$ cat src/hw/rtl/bte_pkg.sv
package bte_pkg;

  localparam int NUM_ENTRIES = 8;
  localparam int ADDR_WIDTH  = 32;
  localparam int INST_BYTES  = 2;
  localparam int MAX_RESULTS = 8;

  localparam int INST_W = 16;
  localparam int SLOT_W = 3;
  localparam int CMD_W  = 3;
  localparam int LEN_W  = 8;
  localparam int IDX_W  = (NUM_ENTRIES > 1) ? $clog2(NUM_ENTRIES) : 1;
  localparam int CNT_W  = $clog2(MAX_RESULTS + 1);

  localparam int CFG_AW = 3;
  localparam int CFG_DW = 32;

  // register select is paddr bit 2 (word index)
  localparam logic REG_BPT_INST = 1'b0;

  typedef logic [ADDR_WIDTH-1:0] addr_t;
  typedef logic [INST_W-1:0]     inst_t;
  typedef logic [IDX_W-1:0]      idx_t;
  typedef logic [SLOT_W-1:0]     slot_t;
  typedef logic [CNT_W-1:0]      cnt_t;
  typedef logic [LEN_W-1:0]      len_t;
  typedef logic [CMD_W-1:0]      cmd_t;
  typedef logic [CFG_DW-1:0]     cfg_data_t;

  typedef enum logic [CMD_W-1:0] {
    CMD_SET        = 3'd0,
    CMD_REMOVE     = 3'd1,
    CMD_REMOVE_ALL = 3'd2,
    CMD_MASK       = 3'd3,
    CMD_UNMASK     = 3'd4,
    CMD_RANGE      = 3'd5,
    CMD_FIND       = 3'd6
  } cmd_e;

  typedef enum logic [1:0] {
    ST_IDLE,
    ST_PASS,
    ST_SET_WR,
    ST_FLUSH
  } state_e;

  typedef struct packed {
    addr_t addr;
    inst_t saved;
    logic  active;
  } entry_t;

  typedef struct packed {
    logic  status;
    logic  found;
    slot_t result_slot;
    logic  mem_write;
    addr_t write_addr;
    inst_t write_data;
  } res_t;

  typedef struct packed {
    logic   shift;
    entry_t tail;
  } chain_ctl_t;

endpackage

$ cat src/hw/rtl/bte_in_if.sv
interface bte_in_if;
  logic                 valid;
  logic                 ready;
  bte_pkg::cmd_t        cmd;
  bte_pkg::slot_t       slot;
  logic                 any_slot;
  bte_pkg::addr_t       addr;
  bte_pkg::len_t        length;
  bte_pkg::inst_t       displaced_inst;

  modport source (output valid, cmd, slot, any_slot, addr, length, displaced_inst,
                  input ready);
  modport sink   (input valid, cmd, slot, any_slot, addr, length, displaced_inst,
                  output ready);
endinterface

$ cat src/hw/rtl/bte_out_if.sv
interface bte_out_if;
  logic            valid;
  logic            ready;
  logic            status;
  logic            found;
  bte_pkg::slot_t  result_slot;
  logic            mem_write;
  bte_pkg::addr_t  write_addr;
  bte_pkg::inst_t  write_data;
  logic            last;

  modport source (output valid, status, found, result_slot, mem_write, write_addr,
                  write_data, last, input ready);
  modport sink   (input valid, status, found, result_slot, mem_write, write_addr,
                  write_data, last, output ready);
endinterface

$ cat src/hw/rtl/bte_cell.sv
module bte_cell (
  input  logic             clk,
  input  logic             rst_n,
  input  logic             shift,
  input  bte_pkg::entry_t  d,
  output bte_pkg::entry_t  q
);

  logic           active_r;
  bte_pkg::addr_t addr_r;
  bte_pkg::inst_t saved_r;

  always_ff @(posedge clk) begin
    if (!rst_n) begin
      active_r <= 1'b0;
    end else if (shift) begin
      active_r <= d.active;
    end
  end

  always_ff @(posedge clk) begin
    if (shift) begin
      addr_r  <= d.addr;
      saved_r <= d.saved;
    end
  end

  assign q = '{addr: addr_r, saved: saved_r, active: active_r};

endmodule

$ cat src/hw/rtl/bte_ctrl.sv
module bte_ctrl (
  input  logic                 clk,
  input  logic                 rst_n,
  bte_in_if.sink               in_ch,
  bte_out_if.source            out_ch,
  input  bte_pkg::inst_t       bpt_inst,
  input  bte_pkg::entry_t      head,
  output bte_pkg::chain_ctl_t  chain_ctl
);

  bte_pkg::state_e state_r, state_nxt;

  // command payload
  bte_pkg::cmd_t  cmd_r, cmd_nxt;
  bte_pkg::slot_t slot_r, slot_nxt;
  logic           any_r, any_nxt;
  bte_pkg::addr_t addr_r, addr_nxt;
  bte_pkg::len_t  len_r, len_nxt;
  bte_pkg::inst_t dinst_r, dinst_nxt;

  // pass control and accumulators
  bte_pkg::idx_t  k_r, k_nxt;
  bte_pkg::cnt_t  cnt_r, cnt_nxt;
  logic           set_ph_r, set_ph_nxt;
  logic           dup_r, dup_nxt;
  logic           have_r, have_nxt;
  bte_pkg::idx_t  free_r, free_nxt;
  bte_pkg::idx_t  tgt_r, tgt_nxt;
  logic           hit_r, hit_nxt;
  logic           found_r, found_nxt;
  bte_pkg::idx_t  fidx_r, fidx_nxt;

  // pending result and output register
  logic           pend_valid_r, pend_valid_nxt;
  bte_pkg::res_t  pend_r, pend_nxt;
  logic           out_valid_r, out_valid_nxt;
  bte_pkg::res_t  out_r, out_nxt;
  logic           out_last_r, out_last_nxt;

  logic           out_free;
  logic           emit_ok;
  logic           want_emit;
  bte_pkg::res_t  emit_item;
  bte_pkg::res_t  dflt_item;
  logic           adv;
  logic           head_match;
  logic           range_hit;
  logic           slot_oob;
  logic           set_err;
  bte_pkg::addr_t d_up;
  bte_pkg::addr_t d_dn;
  bte_pkg::entry_t tail;

  assign out_free   = !out_valid_r || out_ch.ready;
  assign emit_ok    = !pend_valid_r || out_free;
  assign head_match = head.active && (head.addr == addr_r);
  assign slot_oob   = (32'(slot_r) >= 32'(bte_pkg::NUM_ENTRIES));

  // overlap: access starts inside the breakpoint, or breakpoint inside the access
  assign d_up      = addr_r - head.addr;
  assign d_dn      = head.addr - addr_r;
  assign range_hit = head.active &&
                     ((addr_r >= head.addr) ? (d_up < bte_pkg::addr_t'(bte_pkg::INST_BYTES))
                                            : (d_dn < bte_pkg::addr_t'(len_r)));

  always_comb begin
    dflt_item = '0;
    unique case (bte_pkg::cmd_e'(cmd_r))
      bte_pkg::CMD_RANGE: dflt_item.status = hit_r;
      bte_pkg::CMD_FIND: begin
        dflt_item.found       = found_r;
        dflt_item.result_slot = bte_pkg::slot_t'(fidx_r);
      end
      bte_pkg::CMD_REMOVE_ALL, bte_pkg::CMD_MASK, bte_pkg::CMD_UNMASK: ;
      default: dflt_item.status = 1'b1;
    endcase
  end

  always_ff @(posedge clk) begin
    if (!rst_n) begin
      state_r      <= bte_pkg::ST_IDLE;
      k_r          <= '0;
      cnt_r        <= '0;
      set_ph_r     <= 1'b0;
      dup_r        <= 1'b0;
      have_r       <= 1'b0;
      hit_r        <= 1'b0;
      found_r      <= 1'b0;
      pend_valid_r <= 1'b0;
      out_valid_r  <= 1'b0;
    end else begin
      state_r      <= state_nxt;
      k_r          <= k_nxt;
      cnt_r        <= cnt_nxt;
      set_ph_r     <= set_ph_nxt;
      dup_r        <= dup_nxt;
      have_r       <= have_nxt;
      hit_r        <= hit_nxt;
      found_r      <= found_nxt;
      pend_valid_r <= pend_valid_nxt;
      out_valid_r  <= out_valid_nxt;
    end
  end

  always_ff @(posedge clk) begin
    cmd_r      <= cmd_nxt;
    slot_r     <= slot_nxt;
    any_r      <= any_nxt;
    addr_r     <= addr_nxt;
    len_r      <= len_nxt;
    dinst_r    <= dinst_nxt;
    free_r     <= free_nxt;
    tgt_r      <= tgt_nxt;
    fidx_r     <= fidx_nxt;
    pend_r     <= pend_nxt;
    out_r      <= out_nxt;
    out_last_r <= out_last_nxt;
  end

  always_comb begin
    state_nxt      = state_r;
    cmd_nxt        = cmd_r;
    slot_nxt       = slot_r;
    any_nxt        = any_r;
    addr_nxt       = addr_r;
    len_nxt        = len_r;
    dinst_nxt      = dinst_r;
    k_nxt          = k_r;
    cnt_nxt        = cnt_r;
    set_ph_nxt     = set_ph_r;
    dup_nxt        = dup_r;
    have_nxt       = have_r;
    free_nxt       = free_r;
    tgt_nxt        = tgt_r;
    hit_nxt        = hit_r;
    found_nxt      = found_r;
    fidx_nxt       = fidx_r;
    pend_valid_nxt = pend_valid_r;
    pend_nxt       = pend_r;
    out_valid_nxt  = out_valid_r;
    out_nxt        = out_r;
    out_last_nxt   = out_last_r;
    want_emit      = 1'b0;
    emit_item      = '0;
    tail           = head;
    adv            = 1'b0;
    set_err        = 1'b0;
    in_ch.ready    = 1'b0;

    if (out_valid_r && out_ch.ready) begin
      out_valid_nxt = 1'b0;
    end

    unique case (state_r)
      bte_pkg::ST_IDLE: begin
        in_ch.ready = 1'b1;
        if (in_ch.valid) begin
          cmd_nxt    = in_ch.cmd;
          slot_nxt   = in_ch.slot;
          any_nxt    = in_ch.any_slot;
          addr_nxt   = in_ch.addr;
          len_nxt    = in_ch.length;
          dinst_nxt  = in_ch.displaced_inst;
          k_nxt      = '0;
          cnt_nxt    = '0;
          set_ph_nxt = 1'b0;
          dup_nxt    = 1'b0;
          have_nxt   = 1'b0;
          free_nxt   = '0;
          hit_nxt    = 1'b0;
          found_nxt  = 1'b0;
          fidx_nxt   = '0;
          state_nxt  = (in_ch.cmd > bte_pkg::cmd_t'(bte_pkg::CMD_FIND)) ?
                       bte_pkg::ST_FLUSH : bte_pkg::ST_PASS;
        end
      end

      bte_pkg::ST_PASS: begin
        emit_item.result_slot = bte_pkg::slot_t'(k_r);
        emit_item.mem_write   = 1'b1;
        emit_item.write_addr  = head.addr;
        emit_item.write_data  = head.saved;
        unique case (bte_pkg::cmd_e'(cmd_r))
          bte_pkg::CMD_SET: begin
            if (!set_ph_r) begin
              if (head_match) dup_nxt = 1'b1;
              if (!head.active && !have_r) begin
                have_nxt = 1'b1;
                free_nxt = k_r;
              end
            end else if (k_r == tgt_r) begin
              // restore a replaced breakpoint, then install the new one
              want_emit = head.active;
              tail      = '{addr: addr_r, saved: dinst_r, active: 1'b1};
            end
          end
          bte_pkg::CMD_REMOVE: begin
            if (k_r == bte_pkg::idx_t'(slot_r) && !slot_oob && head.active) begin
              want_emit   = 1'b1;
              tail.active = 1'b0;
            end
          end
          bte_pkg::CMD_REMOVE_ALL, bte_pkg::CMD_MASK, bte_pkg::CMD_UNMASK: begin
            if (head.active && cnt_r < bte_pkg::cnt_t'(bte_pkg::MAX_RESULTS)) begin
              want_emit = 1'b1;
              if (bte_pkg::cmd_e'(cmd_r) == bte_pkg::CMD_UNMASK) begin
                emit_item.write_data = bpt_inst;
              end
              if (bte_pkg::cmd_e'(cmd_r) == bte_pkg::CMD_REMOVE_ALL) begin
                tail.active = 1'b0;
              end
              if (emit_ok) cnt_nxt = cnt_r + 1'b1;
            end
          end
          bte_pkg::CMD_RANGE: begin
            if (range_hit) hit_nxt = 1'b1;
          end
          bte_pkg::CMD_FIND: begin
            if (head_match && !found_r) begin
              found_nxt = 1'b1;
              fidx_nxt  = k_r;
            end
          end
          default: ;
        endcase

        adv = !want_emit || emit_ok;
        if (adv) begin
          if (k_r == bte_pkg::idx_t'(bte_pkg::NUM_ENTRIES - 1)) begin
            k_nxt = '0;
            if (bte_pkg::cmd_e'(cmd_r) == bte_pkg::CMD_SET && !set_ph_r) begin
              set_err = dup_nxt || (any_r && !have_nxt) || (!any_r && slot_oob);
              if (set_err) begin
                state_nxt = bte_pkg::ST_FLUSH;
              end else begin
                tgt_nxt    = any_r ? free_nxt : bte_pkg::idx_t'(slot_r);
                set_ph_nxt = 1'b1;
              end
            end else if (bte_pkg::cmd_e'(cmd_r) == bte_pkg::CMD_SET) begin
              state_nxt = bte_pkg::ST_SET_WR;
            end else begin
              state_nxt = bte_pkg::ST_FLUSH;
            end
          end else begin
            k_nxt = k_r + 1'b1;
          end
        end
      end

      bte_pkg::ST_SET_WR: begin
        want_emit             = 1'b1;
        emit_item.result_slot = bte_pkg::slot_t'(tgt_r);
        emit_item.mem_write   = 1'b1;
        emit_item.write_addr  = addr_r;
        emit_item.write_data  = bpt_inst;
        if (emit_ok) state_nxt = bte_pkg::ST_FLUSH;
      end

      bte_pkg::ST_FLUSH: begin
        if (out_free) begin
          out_valid_nxt  = 1'b1;
          out_last_nxt   = 1'b1;
          out_nxt        = pend_valid_r ? pend_r : dflt_item;
          pend_valid_nxt = 1'b0;
          state_nxt      = bte_pkg::ST_IDLE;
        end
      end

      default: state_nxt = bte_pkg::ST_IDLE;
    endcase

    // a new result pushes the previous pending one out, which is then not the last
    if (want_emit && emit_ok) begin
      if (pend_valid_r) begin
        out_valid_nxt = 1'b1;
        out_nxt       = pend_r;
        out_last_nxt  = 1'b0;
      end
      pend_valid_nxt = 1'b1;
      pend_nxt       = emit_item;
    end
  end

  assign chain_ctl.shift = adv && (state_r == bte_pkg::ST_PASS);
  assign chain_ctl.tail  = tail;

  assign out_ch.valid       = out_valid_r;
  assign out_ch.status      = out_r.status;
  assign out_ch.found       = out_r.found;
  assign out_ch.result_slot = out_r.result_slot;
  assign out_ch.mem_write   = out_r.mem_write;
  assign out_ch.write_addr  = out_r.write_addr;
  assign out_ch.write_data  = out_r.write_data;
  assign out_ch.last        = out_last_r;

`ifndef SYNTHESIS
  // ring must be realigned whenever no pass is running
  a_ring_aligned: assert property (@(posedge clk) disable iff (!rst_n)
    state_r == bte_pkg::ST_IDLE |-> k_r == '0)
    else $error("ring not aligned at idle");

  a_shift_in_pass: assert property (@(posedge clk) disable iff (!rst_n)
    chain_ctl.shift |-> state_r == bte_pkg::ST_PASS)
    else $error("chain shifted outside a pass");

  a_cnt_bound: assert property (@(posedge clk) disable iff (!rst_n)
    cnt_r <= bte_pkg::cnt_t'(bte_pkg::MAX_RESULTS))
    else $error("walk emitted too many results");

  a_accept_clean: assert property (@(posedge clk) disable iff (!rst_n)
    in_ch.valid && in_ch.ready |-> !pend_valid_r)
    else $error("command accepted with a result still pending");

  a_set_wr_phase: assert property (@(posedge clk) disable iff (!rst_n)
    state_r == bte_pkg::ST_SET_WR |-> set_ph_r && $past(state_r) == bte_pkg::ST_PASS ||
                                      $past(state_r) == bte_pkg::ST_SET_WR)
    else $error("breakpoint write issued without install pass");
`endif

endmodule

$ cat src/hw/rtl/breakpoint_table_engine_unit.sv
// Breakpoint table engine: eight entries (address, saved instruction word,
// active flag) kept in a ring of cells that rotates one place per cycle.
// in_ch takes one command transaction (set, remove, remove all, mask,
// unmask, range check, find). out_ch returns one or more result
// transactions for it, the final one flagged with last; results that
// request memory writes carry write_addr and write_data.
// Each command but an unused code rotates the ring once, one entry per
// cycle unless stalled; its final result is then registered on out_ch from the
// flush state, and only then can the next command be taken, so commands do not
// overlap. Set scans the ring, then rotates it again to install and writes the
// trap word from its write state; a refused set ends after the scan.
// An unused command code skips the ring and returns an error result.
// in_ch.ready is high only between commands; the next command is taken
// while the final result of the previous one still waits in out_ch.
// A stalled out_ch holds its result; the ring stops rotating when a new
// result finds both the output register and the pending register full.
// The cfg port (APB write, setup and access cycle) sets bpt_instruction at
// byte address 0; write it only while no command is in progress.
// Synchronous reset clears all active flags, bpt_instruction and the valid
// flags of both result registers; addresses and saved words are left unset.
module breakpoint_table_engine_unit (
  input  logic                         clk,
  input  logic                         rst_n,
  bte_in_if.sink                       in_ch,
  bte_out_if.source                    out_ch,
  input  logic                         cfg_psel,
  input  logic                         cfg_penable,
  input  logic                         cfg_pwrite,
  input  logic [bte_pkg::CFG_AW-1:0]   cfg_paddr,
  input  bte_pkg::cfg_data_t           cfg_pwdata,
  output bte_pkg::cfg_data_t           cfg_prdata,
  output logic                         cfg_pready
);

  bte_pkg::inst_t      bpt_r;
  bte_pkg::chain_ctl_t chain_ctl;
  bte_pkg::entry_t     cell_q [bte_pkg::NUM_ENTRIES];

  assign cfg_pready = 1'b1;

  always_ff @(posedge clk) begin
    if (!rst_n) begin
      bpt_r <= '0;
    end else if (cfg_psel && cfg_penable && cfg_pwrite &&
                 cfg_paddr[2] == bte_pkg::REG_BPT_INST) begin
      bpt_r <= bte_pkg::inst_t'(cfg_pwdata);
    end
  end

  assign cfg_prdata = (cfg_paddr[2] == bte_pkg::REG_BPT_INST) ?
                      bte_pkg::cfg_data_t'(bpt_r) : '0;

  // cell 0 is the head seen by the controller; the tail cell takes the
  // possibly updated head entry
  for (genvar j = 0; j < bte_pkg::NUM_ENTRIES; j++) begin : g_cell
    if (j == bte_pkg::NUM_ENTRIES - 1) begin : g_tail
      bte_cell u_cell (
        .clk   (clk),
        .rst_n (rst_n),
        .shift (chain_ctl.shift),
        .d     (chain_ctl.tail),
        .q     (cell_q[j])
      );
    end else begin : g_mid
      bte_cell u_cell (
        .clk   (clk),
        .rst_n (rst_n),
        .shift (chain_ctl.shift),
        .d     (cell_q[j+1]),
        .q     (cell_q[j])
      );
    end
  end

  bte_ctrl u_ctrl (
    .clk       (clk),
    .rst_n     (rst_n),
    .in_ch     (in_ch),
    .out_ch    (out_ch),
    .bpt_inst  (bpt_r),
    .head      (cell_q[0]),
    .chain_ctl (chain_ctl)
  );

endmodule

$ cat src/flat_wrapper.sv
// flat-port wrapper written by rule: the top's interface ports become plain ports
module breakpoint_table_engine_unit_flat 
  (clk, rst_n, cfg_psel, cfg_penable, cfg_pwrite, cfg_paddr, cfg_pwdata, cfg_prdata, cfg_pready, in_ch_valid, in_ch_cmd, in_ch_slot, in_ch_any_slot, in_ch_addr, in_ch_length, in_ch_displaced_inst, in_ch_ready, out_ch_valid, out_ch_status, out_ch_found, out_ch_result_slot, out_ch_mem_write, out_ch_write_addr, out_ch_write_data, out_ch_last, out_ch_ready);
  bte_in_if in_ch_i ();
  bte_out_if out_ch_i ();
  input  logic clk;
  input  logic rst_n;
  input  logic cfg_psel;
  input  logic cfg_penable;
  input  logic cfg_pwrite;
  input  logic [bte_pkg::CFG_AW-1:0] cfg_paddr;
  input  bte_pkg::cfg_data_t cfg_pwdata;
  output bte_pkg::cfg_data_t cfg_prdata;
  output logic cfg_pready;
  input wire logic [$bits(in_ch_i.valid)-1:0] in_ch_valid;
  input wire logic [$bits(in_ch_i.cmd)-1:0] in_ch_cmd;
  input wire logic [$bits(in_ch_i.slot)-1:0] in_ch_slot;
  input wire logic [$bits(in_ch_i.any_slot)-1:0] in_ch_any_slot;
  input wire logic [$bits(in_ch_i.addr)-1:0] in_ch_addr;
  input wire logic [$bits(in_ch_i.length)-1:0] in_ch_length;
  input wire logic [$bits(in_ch_i.displaced_inst)-1:0] in_ch_displaced_inst;
  output wire logic [$bits(in_ch_i.ready)-1:0] in_ch_ready;
  output wire logic [$bits(out_ch_i.valid)-1:0] out_ch_valid;
  output wire logic [$bits(out_ch_i.status)-1:0] out_ch_status;
  output wire logic [$bits(out_ch_i.found)-1:0] out_ch_found;
  output wire logic [$bits(out_ch_i.result_slot)-1:0] out_ch_result_slot;
  output wire logic [$bits(out_ch_i.mem_write)-1:0] out_ch_mem_write;
  output wire logic [$bits(out_ch_i.write_addr)-1:0] out_ch_write_addr;
  output wire logic [$bits(out_ch_i.write_data)-1:0] out_ch_write_data;
  output wire logic [$bits(out_ch_i.last)-1:0] out_ch_last;
  input wire logic [$bits(out_ch_i.ready)-1:0] out_ch_ready;
  assign in_ch_i.valid = in_ch_valid;
  assign in_ch_i.cmd = in_ch_cmd;
  assign in_ch_i.slot = in_ch_slot;
  assign in_ch_i.any_slot = in_ch_any_slot;
  assign in_ch_i.addr = in_ch_addr;
  assign in_ch_i.length = in_ch_length;
  assign in_ch_i.displaced_inst = in_ch_displaced_inst;
  assign in_ch_ready = in_ch_i.ready;
  assign out_ch_valid = out_ch_i.valid;
  assign out_ch_status = out_ch_i.status;
  assign out_ch_found = out_ch_i.found;
  assign out_ch_result_slot = out_ch_i.result_slot;
  assign out_ch_mem_write = out_ch_i.mem_write;
  assign out_ch_write_addr = out_ch_i.write_addr;
  assign out_ch_write_data = out_ch_i.write_data;
  assign out_ch_last = out_ch_i.last;
  assign out_ch_i.ready = out_ch_ready;
  breakpoint_table_engine_unit u_core (.clk(clk), .rst_n(rst_n), .in_ch(in_ch_i), .out_ch(out_ch_i), .cfg_psel(cfg_psel), .cfg_penable(cfg_penable), .cfg_pwrite(cfg_pwrite), .cfg_paddr(cfg_paddr), .cfg_pwdata(cfg_pwdata), .cfg_prdata(cfg_prdata), .cfg_pready(cfg_pready));
endmodule
$ cat config.mk
export PLATFORM = sky130hd
export DESIGN_NAME = breakpoint_table_engine_unit_flat
export DESIGN_NICKNAME = d
export VERILOG_FILES = /design/src/hw/rtl/bte_pkg.sv /design/src/hw/rtl/bte_in_if.sv /design/src/hw/rtl/bte_out_if.sv /design/src/hw/rtl/bte_cell.sv /design/src/hw/rtl/bte_ctrl.sv /design/src/hw/rtl/breakpoint_table_engine_unit.sv /design/src/flat_wrapper.sv
export SDC_FILE = /design/constraint.sdc
export NUM_CORES = 1
export LEC_CHECK = 0
export CORE_MARGIN = 2
export CORE_UTILIZATION = 50
export DETAILED_ROUTE_END_ITERATION = 8
export DONT_BUFFER_PORTS = 1
export GPL_ROUTABILITY_DRIVEN = 0
export PLACE_DENSITY = 0.7
export REMOVE_ABC_BUFFERS = 1
export SETUP_SLACK_MARGIN = 0.5
export SLEW_MARGIN = 5
export SYNTH_ARGS = -nofsm -noshare
export SYNTH_HDL_FRONTEND = slang
export SYNTH_HIERARCHICAL = 1
export SYNTH_SLANG_ARGS = --single-unit
export TNS_END_PERCENT = 30
$ cat constraint.sdc
create_clock -name clk -period 22.8 [get_ports clk]
set_clock_uncertainty 0.2 [all_clocks]
set_input_delay 2.28 -clock clk [delete_from_list [all_inputs] [get_ports clk]]
set_output_delay 2.28 -clock clk [all_outputs]
set_load 0.01 [all_outputs]
==> results.yml <==
global_routing:
  grt_overflow: 0
  grt_max_degree: 90
  grt_first_pass_wirelength_mm: 76.5
  grt_pass1_vias: 13700
  grt_usage_pct: 19.4
  antenna_found_initial: 5
detailed_routing:
  vias: 14200
  drcViolationCount: 0
  ant_nets: 0
  route.met3.wl_mm: 3.61
  wire_per_inst_um: 20.1
  route.met2.wl_mm: 22.0
  via_per_inst: 5.70
  top_layer: "met5"
  dr.first_iter.drc_count: 1488
  first_pass_iters: 7
  wl_met1_mm: 23.0
  wirelength_mm: 49.9
synth:
  synth.most_common_cell: "edfxtp_1"
  synthFlopType: "edfxtp_1"
  async_flop_share_pct: 0
  syn_area_sq_um: 24600
  yosys.area.top_type: "edfxtp_1"
  synth_cell_type_count: 73
  ys_seq_area_share_pct: 69.8
  yosys_register_bits: 603
  synth_enable_flop_cells: 508
  synth_warnings: 6
  synthCells: 1778
  synth_top_area_share_pct: 62.1
  synth_area_per_cell_sq_um: 13.8
  synth_area_leaders: "edfxtp_1 62%, dfxtp_1 7.7%, ha_1 3.9%"
  synthTopCellsByCount: "508 x edfxtp_1, 131 x nand2_1, 124 x nor2_1"
place:
  io_buffers: 0
  preCtsSetupSlack_ns: 16.78
  placed_cells_incl_taps: 2369
  dp_hpwl_mm: 32.1
  detailed_place.area_sq_um: 25100
power_and_ir_drop:
  worst_ir_drop_vdd_mv: 0.0810
  pwr-share-seq_pct: 48.6
  internal_power_w: 0.00256
  power_switching_w: 0.00123
  p_sw_share_pct: 32.5
  clockPowerShare_pct: 25.6
  leakage_nw: 9.59
  p_comb_share_pct: 25.8
  power_density_nw_per_um2: 140
worst_setup_path:
  worst_ep_required_time_ns: 22.82
  cp-endpoint: "u_core/g_cell[2].g_mid.u_cell/addr_r[15]"
  critPathSlowestCell: "buf_4"
  critPathMaxFanout: 88
  path_delay_family: "buffers and inverters"
  critPathBufInv: 3
  crit_cells: 8
  start_kind: "primary input"
  crit_type: "in2reg"
  timing.rr.start: "u_core/u_ctrl/state_r[1]"
  startpoint: "out_ch_ready"
  arrival_ns: 5.41
  cp-end-kind: "flip-flop"
  reg2reg_slack_ns: 17.82
  crit_chain: "nor2b_1 > and2_1 > nand3_1 > nor2_1 > nor2_4 > buf_4 > buf_4 > buf_4"
  slowest_delay_ns: 0.92
  worst-r2r-cell-count: 8
  cp_common_cell: "buf_4"
  r2r_end: "u_core/g_cell[2].g_mid.u_cell/addr_r[15]"
min_path:
  holdPathStages: 0
  min_path_type: "reg2reg"
floorplanning:
  die_h_um: 226
  die_w_um: 226
  initial_core_util_pct: 50.4
  fp.dieArea_sq_um: 50900
  fp.coreArea_sq_um: 48700
  ioPinCount: 195
  rows: 81
timing:
  setup_tns_ns: 0
  relSlewSlack_pct: 24.1
  worstMarginPinSlew_ns: 1.14
  timing.fmax_mhz: 186
  final_hold_viol_count: 0
  worst_hold_slack_ns: 0.202
  fin_ws_ns: 17.41
  setup_violations: 0
  finalCritPeriodShare_pct: 23.6
  period_minus_slack_ns: 5.39
  rsz0062_at_grt: "false"
  slew_violations: 0
clocking:
  ctsHoldBuffers: 0
  cts_tree: "done"
  numCtsBuffers: 60
  h-tree-depth: 2
  clkLatencyLatePin_ns: 0.63
  root_buffer: "clkbuf_16"
  clk_path_buf_depth: 3
  clkTransAtPathRegs_ns: 0.06
  post_cts_resized: 0
  cts_setup_buffers: 0
  clock_sinks: 603
final_layout:
  layout-drive-gt1-share_pct: 8.52
  layout.cells.non_filler: 2484
  syn2layout_area_growth_pct: 10.1
  final_nets: 1951
  finalInstanceArea_sq_um: 27100
outcome:
  status: "finished clean"
job:
  drv_cap: 0
-- per-stage QoR --
stage	util [%]	power (W)
after floorplan	-	0.00265
after global placement	51.4	0.00278
after detailed placement	51.4	0.00282
after CTS	55.5	0.00381
after global routing	55.5	0.00400
final	55.5	0.00379
-- cell families (layout without fill, tap and decap cells) --
kind of cell / Yosys count / after routing / share of synthesized area (%)
muxes: 52 / 52 / 2.22
AOI/OAI and AO/OA: 398 / 398 / 10.9
and+or+nand+nor: 408 / 408 / 7.85
xor gates and xnor gates: 45 / 45 / 1.60
DFF: 603 / 603 / 69.8
other: 2 / 18 / 0.0306
adders and majority gates: 79 / 79 / 4.08
buffers and inverters: 191 / 217 / 3.46
-- flip-flops by register name, summed over array words and instances, names as in the netlist, 4 cells and up --
register                             count
u_core/g_cell.g_mid.u_cell/addr_r      224
u_core/g_cell.g_tail.u_cell/saved_r     16
u_core/bpt_r                            16
u_core/u_ctrl/cnt_r                      4
u_core/u_ctrl/len_r                      8
u_core/u_ctrl/addr_r                    32
u_core/g_cell.g_tail.u_cell/addr_r      32
u_core/g_cell.g_mid.u_cell/active_r      7
u_core/u_ctrl/out_ch.write_addr         32
u_core/u_ctrl/dinst_r                   16
u_core/u_ctrl/out_ch.write_data         16
u_core/g_cell.g_mid.u_cell/saved_r     112
u_core/u_ctrl/pend_r                    52
-- power by group through the flow --
| stage | Combinational, W | Sequential, W | Clock, W |
|---|---|---|---|
| CTS | 0.000965 | 0.00185 | 0.00100 |
| finish | 0.000979 | 0.00184 | 0.000972 |
| global placement | 0.000939 | 0.00185 | 0 |
| detailed placement | 0.000957 | 0.00186 | 0 |
| floorplan | 0.000718 | 0.00193 | 0 |
| global route | 0.00108 | 0.00188 | 0.00104 |
-- routing by layer --
| metal | vias up | GRT usage (%) |
|---|---|---|
| li1 | 6558 | - |
| met1 | 6975 | 28.3 |
| met2 | 520 | 28.8 |
| met3 | 110 | 4.61 |
| met4 | 8 | 6.71 |
| met5 | - | 0 |
-- worst min path at each step --
| stage | to | start |
|---|---|---|
| 2_1_floorplan | u_core/g_cell[0].g_mid.u_cell/addr_r[0] | u_core/g_cell[1].g_mid.u_cell/addr_r[0] |
| 6_report | u_core/g_cell[0].g_mid.u_cell/addr_r[25] | u_core/g_cell[1].g_mid.u_cell/addr_r[25] |
| 3_5_place_dp | u_core/g_cell[1].g_mid.u_cell/addr_r[25] | u_core/g_cell[2].g_mid.u_cell/addr_r[25] |
| 5_1_grt | u_core/g_cell[0].g_mid.u_cell/addr_r[24] | u_core/g_cell[1].g_mid.u_cell/addr_r[24] |
| 3_3_place_gp | u_core/g_cell[0].g_mid.u_cell/addr_r[30] | u_core/g_cell[1].g_mid.u_cell/addr_r[30] |
| 4_1_cts | u_core/g_cell[0].g_mid.u_cell/addr_r[25] | u_core/g_cell[1].g_mid.u_cell/addr_r[25] |
-- cell usage in the layout (no fill, tap or decap), drive strengths merged, types with 14 or more instances in the layout --
cell    count
a22oi      48
nand4      26
nand2     131
nand3      15
o21a       17
nor4       14
inv        90
o21bai     14
mux2i      33
o21ai      88
clkinv     27
nor2b      31
dfxtp      95
conb       17
edfxtp    508
a22o       49
ha         77
nor3       16
xor2       19
nor2      124
a21oi      97
clkbuf     79
a21o       15
xnor2      26
mux2       19
-- cell type report --
class / instances / area [sq um]
fillers: 3868 / 21700
flip-flops and latches: 603 / 17200
multi-input cells: 999 / 6650
clock buffers: 79 / 1640
well taps: 664 / 831
inverters: 90 / 339
clock inverters: 35 / 332
repair buffers: 13 / 97.6
diodes: 1 / 2.50
Power figures use the tool's default switching activity.
